[src/dfs_traversal_adjacency_matrix_defines.svh]
// ----------------------------------------------------------------------------
// dfs_traversal_adjacency_matrix_defines.svh
// Assertion macros for the depth-first traversal block.
// ----------------------------------------------------------------------------
`ifndef DFS_TRAVERSAL_ADJACENCY_MATRIX_DEFINES_SVH
`define DFS_TRAVERSAL_ADJACENCY_MATRIX_DEFINES_SVH

// same-cycle implication, clocked on clock, off during reset
`define DFS_AM_ASSERT_IMP(lbl, ante, cons, msg) \
   lbl: assert property (@(posedge clock) disable iff (reset) (ante) |-> (cons)) \
      else $error(msg);

// next-cycle implication, clocked on clock, off during reset
`define DFS_AM_ASSERT_NXT(lbl, ante, cons, msg) \
   lbl: assert property (@(posedge clock) disable iff (reset) (ante) |=> (cons)) \
      else $error(msg);

`endif

[src/dfs_am_pkg.sv]
// ----------------------------------------------------------------------------
// dfs_am_pkg
// Sizes, control word layout and microcode table of the traversal sequencer.
// ----------------------------------------------------------------------------
`timescale 1ns / 1ps

package dfs_am_pkg;

   localparam int NODES       = 64;
   localparam int STACK_DEPTH = 64;
   localparam int NODE_W      = $clog2(NODES);
   localparam int CNT_W       = $clog2(NODES + 1);
   localparam int SP_W        = $clog2(STACK_DEPTH);
   localparam int SC_W        = $clog2(STACK_DEPTH + 1);

   typedef enum logic [3:0] {
      OP_NONE,
      OP_ACCEPT,
      OP_EDGE_RD,
      OP_EDGE_WR,
      OP_ACK,
      OP_START,
      OP_POP,
      OP_FETCH,
      OP_VISIT,
      OP_SCAN_INIT,
      OP_SCAN,
      OP_FINISH
   } op_type;

   typedef enum logic [1:0] {
      W_NONE,
      W_REQ,
      W_OUT,
      W_PEND
   } wait_type;

   typedef enum logic [2:0] {
      C_NEVER,
      C_ALWAYS,
      C_KIND,
      C_BAD,
      C_EMPTY,
      C_SEEN,
      C_MORE
   } cond_type;

   typedef enum logic [3:0] {
      ST_IDLE      = 4'd0,
      ST_EDGE      = 4'd1,
      ST_EDGE_WR   = 4'd2,
      ST_ACK       = 4'd3,
      ST_START     = 4'd4,
      ST_POPCHK    = 4'd5,
      ST_POP       = 4'd6,
      ST_FETCH     = 4'd7,
      ST_CHECK     = 4'd8,
      ST_VISIT     = 4'd9,
      ST_SCAN_INIT = 4'd10,
      ST_SCAN      = 4'd11,
      ST_LOOP      = 4'd12,
      ST_FINISH    = 4'd13
   } step_type;

   typedef struct packed {
      op_type   op;
      wait_type wait_sel;
      cond_type cond;
      step_type target;
   } ucode_type;

   typedef struct packed {
      op_type op;
      logic   ready;
   } ctl_type;

   typedef struct packed {
      logic req_valid;
      logic kind;
      logic bad;
      logic empty;
      logic seen;
      logic more;
      logic out_free;
      logic pend_valid;
   } stat_type;

   function automatic ucode_type ucode_rom(input step_type step);
      ucode_type w;
      w = '{OP_NONE, W_NONE, C_ALWAYS, ST_IDLE};
      case (step)
         ST_IDLE:      w = '{OP_ACCEPT,    W_REQ,  C_KIND,   ST_START};
         ST_EDGE:      w = '{OP_EDGE_RD,   W_NONE, C_BAD,    ST_ACK};
         ST_EDGE_WR:   w = '{OP_EDGE_WR,   W_NONE, C_NEVER,  ST_IDLE};
         ST_ACK:       w = '{OP_ACK,       W_OUT,  C_ALWAYS, ST_IDLE};
         ST_START:     w = '{OP_START,     W_NONE, C_BAD,    ST_ACK};
         ST_POPCHK:    w = '{OP_NONE,      W_NONE, C_EMPTY,  ST_FINISH};
         ST_POP:       w = '{OP_POP,       W_NONE, C_NEVER,  ST_IDLE};
         ST_FETCH:     w = '{OP_FETCH,     W_NONE, C_NEVER,  ST_IDLE};
         ST_CHECK:     w = '{OP_NONE,      W_NONE, C_SEEN,   ST_SCAN_INIT};
         ST_VISIT:     w = '{OP_VISIT,     W_PEND, C_NEVER,  ST_IDLE};
         ST_SCAN_INIT: w = '{OP_SCAN_INIT, W_NONE, C_NEVER,  ST_IDLE};
         ST_SCAN:      w = '{OP_SCAN,      W_NONE, C_MORE,   ST_SCAN};
         ST_LOOP:      w = '{OP_NONE,      W_NONE, C_ALWAYS, ST_POPCHK};
         ST_FINISH:    w = '{OP_FINISH,    W_OUT,  C_ALWAYS, ST_IDLE};
         default:      w = '{OP_NONE,      W_NONE, C_ALWAYS, ST_IDLE};
      endcase
      return w;
   endfunction

endpackage

[src/dfs_am_seq.sv]
// ----------------------------------------------------------------------------
// dfs_am_seq
// Step counter over the microcode table, with stalls and conditional jumps.
// ----------------------------------------------------------------------------
`timescale 1ns / 1ps

module dfs_am_seq (
   input  logic                 clock,
   input  logic                 reset,
   input  dfs_am_pkg::stat_type stat,
   output dfs_am_pkg::ctl_type  ctl
);

   dfs_am_pkg::step_type  step_ff;
   dfs_am_pkg::step_type  step_in;
   dfs_am_pkg::ucode_type word;
   logic                  waiting;
   logic                  taken;

   assign word = dfs_am_pkg::ucode_rom(step_ff);

   always_comb begin
      case (word.wait_sel)
         dfs_am_pkg::W_NONE: waiting = 1'b0;
         dfs_am_pkg::W_REQ:  waiting = !stat.req_valid;
         dfs_am_pkg::W_OUT:  waiting = !stat.out_free;
         dfs_am_pkg::W_PEND: waiting = stat.pend_valid && !stat.out_free;
         default:            waiting = 1'b0;
      endcase
   end

   always_comb begin
      case (word.cond)
         dfs_am_pkg::C_NEVER:  taken = 1'b0;
         dfs_am_pkg::C_ALWAYS: taken = 1'b1;
         dfs_am_pkg::C_KIND:   taken = stat.kind;
         dfs_am_pkg::C_BAD:    taken = stat.bad;
         dfs_am_pkg::C_EMPTY:  taken = stat.empty;
         dfs_am_pkg::C_SEEN:   taken = stat.seen;
         dfs_am_pkg::C_MORE:   taken = stat.more;
         default:              taken = 1'b0;
      endcase
   end

   // next step
   always_comb begin
      if (waiting) begin
         step_in = step_ff;
      end else if (taken) begin
         step_in = word.target;
      end else begin
         step_in = dfs_am_pkg::step_type'(step_ff + 4'd1);
      end
   end

   // control outputs
   always_comb begin
      ctl.op    = waiting ? dfs_am_pkg::OP_NONE : word.op;
      ctl.ready = (word.wait_sel == dfs_am_pkg::W_REQ);
   end

   always_ff @(posedge clock) begin
      if (reset) begin
         step_ff <= dfs_am_pkg::ST_IDLE;
      end else begin
         step_ff <= step_in;
      end
   end

endmodule

[config.mk]
export PLATFORM = sky130hd
export DESIGN_NAME = dfs_am_seq
export DESIGN_NICKNAME = d
export VERILOG_FILES = /design/src/dfs_traversal_adjacency_matrix_defines.svh /design/src/dfs_am_pkg.sv /design/src/dfs_am_seq.sv
export SDC_FILE = /design/constraint.sdc
export NUM_CORES = 1
export LEC_CHECK = 0
export BUFFER_PORTS_ARGS = -buffer_cell sky130_fd_sc_hd__buf_2
export CORE_MARGIN = 10
export CORE_UTILIZATION = 59
export DETAILED_ROUTE_END_ITERATION = 8
export PLACE_DENSITY = 0.87
export SLEW_MARGIN = 20
export SYNTH_ARGS = -nofsm -noshare
export SYNTH_HDL_FRONTEND = slang
export SYNTH_SLANG_ARGS = --single-unit
export TNS_END_PERCENT = 100
[constraint.sdc]
create_clock -name clock -period 4.3 [get_ports clock]
set_clock_uncertainty 0.2 [all_clocks]
set_input_delay 0.43 -clock clock [delete_from_list [all_inputs] [get_ports clock]]
set_output_delay 0.43 -clock clock [all_outputs]
set_load 0.03 [all_outputs]
# After elaboration in Yosys (flattened, before gate mapping)
# Memory sizes are Yosys's and may differ from the RTL's. A register that Yosys moved wholly into a read port is not among the register bits.
# Cells that the tools add are included.
op_classes:
  addsub: 1
  eq_ne: 9
  mux: 6
  reduce_logical: 4
op_table:
  columns: ["op", "n"]
  rows:
  - ["$mux 4", 4]
  - ["$eq 3x3->1 const B", 3]
  - ["$eq 3x2->1 const B", 2]
  - ["$pmux 1 s6", 1]
  - ["$add 4x1->4 const B", 1]
  - ["$eq 2x2->1 const B", 2]
  - ["$pmux 1 s4", 1]
  - ["$eq 3x1->1 const B", 1]
  - ["$eq 2x1->1 const B", 1]
  - ["$logic_not 1->1", 2]
  - ["$logic_not 2->1", 1]
  - ["$logic_and 1x1->1", 1]
word_totals:
  inputBits: 10
  mem_count: 1
  romBits: 208
  register_bits: 4
  elab_cells: 22
mem_list:
  columns: ["name", "words", "width", "read_ports", "rd_ports_with_merged_regs", "write_ports", "line", "source"]
  rows:
  - ["(no name shown)", 16, 13, 1, 1, 0, "dfs_am_pkg.sv:91", "case (step)"]

# Depth between registers and ports, before layout
depth:
  ltp_word: 5
  ltp_mapped: 9
  depth_no_buf: 8

# Least setup slack after synthesis
# No wires, ideal clock.
synth_path:
  path_kind: "in2reg"
  from: "input port stat[0] (netlist bit)"
  to: "register, netlist name word[9]"
  required_ns: 4.028
  setup_ns: 0.072
  cell_stages: 8
  setup_slack_ns: 1.553
  arrival_ns: 2.475
  path_buffers: 0
  cell_sequence: "nor2b_1 o21ai_0 or4_2 a31oi_4 inv_1 ha_1 mux2_2 mux2i_1"
synth_via:
  elab_chain_cells: 4
synth_lines:
  columns: ["item", "line", "source"]
  rows:
  - ["start, declared", "dfs_am_seq.sv:10", "input dfs_am_pkg::stat_type stat,"]
  - ["$logic_and 1x1->1", "dfs_am_seq.sv:27", "dfs_am_pkg::W_PEND: waiting = stat.pend_valid && !stat.out_free;"]
  - ["$pmux 1 s4", "dfs_am_seq.sv:23", "case (word.wait_sel)"]
  - ["$mux 4 (no line) (2 in series)", null, null]
# No other way between the ends.
# A chain may end at the register's enable or synchronous reset.

# Worst setup path in the final report
layout_path:
  from: "register, netlist name word[5]"
  to: "register, netlist name word[9]"
layout_via:
  elab_chain_cells: 5
  word_cells_on_any_way: 10
layout_lines:
  columns: ["item", "line", "source"]
  rows:
  - ["$eq 3x3->1 (tied with other cells)", "dfs_am_seq.sv:33", "case (word.cond)"]
  - ["$pmux 1 s6 (*)", "dfs_am_seq.sv:33", null]
  - ["$mux 4 (*)", "dfs_am_seq.sv:49", "end else if (taken) begin"]
  - ["$mux 4 (no line) (*) (2 in series)", null, null]
# Every way passes the cells marked *; elsewhere a longest branch is shown, timed or not.

==> results.cfg <==
[yosys]
ys_ff_latch = 16
yosysWarnings = 0
synth_edf_count = 0
synth_cell_types = 43
synth_most_common_cell = dfxtp_1
synth.top_cells.by_area = dfxtp_1, mux2i_1, ha_1
syn_nets = 117
ys_seq_area_frac = 0.320
ys_top_cells_by_count = dfxtp_1, mux2i_1, inv_1, nor2_1
synthArstFlopShare = 0
synth_top_area_frac = 0.320
syn_area_um2 = 1000
syn_area_per_cell_um2 = 9.81
yosysTopAreaCell = dfxtp_1
synth_cells = 102
ys.flop_type = dfxtp_1

[placed_design]
place_congestion = 0.837
post-place-ws_ps = 1260
hpwlAfterDp_um = 1580
placedCellCount = 130
port_buffers = 14

[clock_tree]
cts_htree_levels = 1
cts_hold_buf = 0
worstSkewPairLatency_ps = 270
postCtsResizedCells = 0
cts_tree = yes
cts_buffer_depth = 2
numCtsBuffers = 3
post_cts_buffers = 0
cts_root_buffer = clkbuf_4
clk_pin_slew_ps = 80
numClockSinks = 16

[critical_path]
r2r-end = word[9]$_DFF_P_
r2r-start = word[5]$_DFF_P_
r2r_slack_ps = 1350
cp_max_fo = 9
criticalPathCategory = reg -> reg
r2r_cells = 8
slowest_delay_ps = 690
crit_path_frequent_cell = mux2i_1
crit_path_end_kind = flip-flop
path_cells = mux2i_1 > a211oi_4 > or4_2 > a31oi_4 > inv_1 > ha_1 > mux2_2 > mux2i_1
crit_arrival_ps = 2960
crit_slowest_cell = or4_2
required_ps = 4310
start_kind = flip-flop

[grt]
grt-ovfl-total = 0
grt_max_degree = 12
grtUsageTotal = 0.119
grt_pass1_wl_um = 3440
grt_pass1_vias = 777
antenna_found_initial = 0

[floorplanning]
fp.dieH_um = 61.2
dieArea_um2 = 3740
rows = 14
io_pins = 15
fp.dieW_um = 61.2
initial_utilization = 0.642
core_um2 = 1560

[timing]
finalSetupViolCount = 0
max-slew-margin-rel = 0.579
tightest_slew_ps = 631
min_period_over_period = 0.686
period_needed_ps = 2950
drv_slew = 0
fmax_mhz = 339
rsz0062_at_grt = false
fin_setup_tns_ps = 0
fin_hold_ws_ps = 241
timing.final.ws_setup_ps = 1350
finalHoldViolCount = 0

[detailed_routing]
first_pass_iters = 4
drt.antenna.violating_nets = 0
vias = 790
drt-initial-drc-count = 27
wl_um = 2030
drc_errors = 0
avgViaCountPerCell = 5.94
wl_per_cell_um = 15.3

[run]
drv_cap = 0

[worst_hold_path]
min_to = step_ff[0]$_SDFFE_PP0N_
whs_path_depth = 2
min_path_type = in -> reg
hp-start = reset

[pwr]
vdd.ir_drop.worst_mv = 0.507
pwr_density_cell_nw_per_um2 = 764
p_leak_nw = 0.500

[final_layout]
drive_gt1_frac = 0.248
fin_cells = 133
area_growth_syn_to_layout_pct = 8.75
fin_nets = 134
final_util = 0.698
antenna-diode-count = 0

[run_status]
status = finished, final reports clean
[stage by stage]
| stage | area, um2 | power (mW) |
|---|---|---|
| floorplan | 1000 | 0.662 |
| global placement | 1070 | 0.738 |
| detailed placement | 1070 | 0.758 |
| CTS | 1090 | 0.832 |
| global route | 1090 | 0.902 |
| finish | 1090 | 0.832 |
[flip-flops by register name, summed over array words and instances, names as in the netlist]
| register | cells |
|---|---|
| step_ff | 4 |
| word | 12 |
[area by class of cell]
| type | instances | area, um2 |
|---|---|---|
| multi-input cells | 74 | 616 |
| fillers | 135 | 470 |
| flip-flops and latches | 16 | 320 |
| repair buffers | 14 | 70.1 |
| inverters | 10 | 40.0 |
| clock buffers | 3 | 22.5 |
| well taps | 16 | 20.0 |
[worst max-delay path by stage]
stage                    start              end  slack (ps)  cells past startpoint
2_1_floorplan          stat[0]  word[9]$_DFF_P_        1550                      8
3_3_place_gp           stat[0]  word[9]$_DFF_P_        1330                      9
3_5_place_dp           stat[0]  word[9]$_DFF_P_        1260                      9
4_1_cts        word[5]$_DFF_P_  word[9]$_DFF_P_        1340                      8
5_1_grt        word[5]$_DFF_P_  word[9]$_DFF_P_        1140                      8
6_report       word[5]$_DFF_P_  word[9]$_DFF_P_        1350                      8
[power breakdown]
group,internal [mW],switching [mW],total (mW)
sequential,0.210,0.0371,0.247
clock,0.0324,0.0409,0.0734
combinational,0.213,0.299,0.512
total,0.455,0.377,0.832
[kinds of logic (layout without fill, tap and decap cells)]
kind of cell,count (synthesis),after routing,synth area share
AOI/OAI and AO/OA,23,23,0.219
adders and majority gates,5,5,0.0625
DFF,16,16,0.320
muxes,14,14,0.141
xor gates and xnor gates,1,1,0.00875
buffers and inverters,12,27,0.0650
and+or+nand+nor,31,31,0.184
[worst max-delay path, delay by kind of cell (launching register included)]
| kind | cells | cell delay [ps] |
|---|---|---|
| compound gates | 2 | 460 |
| fa+ha+maj | 1 | 330 |
| buf+inv | 1 | 100 |
| flops | 1 | 400 |
| mux | 3 | 710 |
| simple gates | 1 | 690 |
[layout by cell type, fill, tap and decap left out, types with 3 or more instances in the layout]
master,n
nand2_1,5
and2_1,4
inv_1,8
clkbuf_4,3
mux2i_1,13
o211ai_1,3
ha_1,5
nor2_1,8
a22o_1,3
dfxtp_1,16
buf_2,14
[per-layer routing]
metal	vias to the layer above	share of wire	GRT usage
met5	-	0	0
met4	0	0.014	0.0717
met3	2	0.022	0.0226
met2	15	0.53	0.203
met1	375	0.44	0.136
li1	398	-	-
Note: power is estimated with default switching activity, not from simulation.
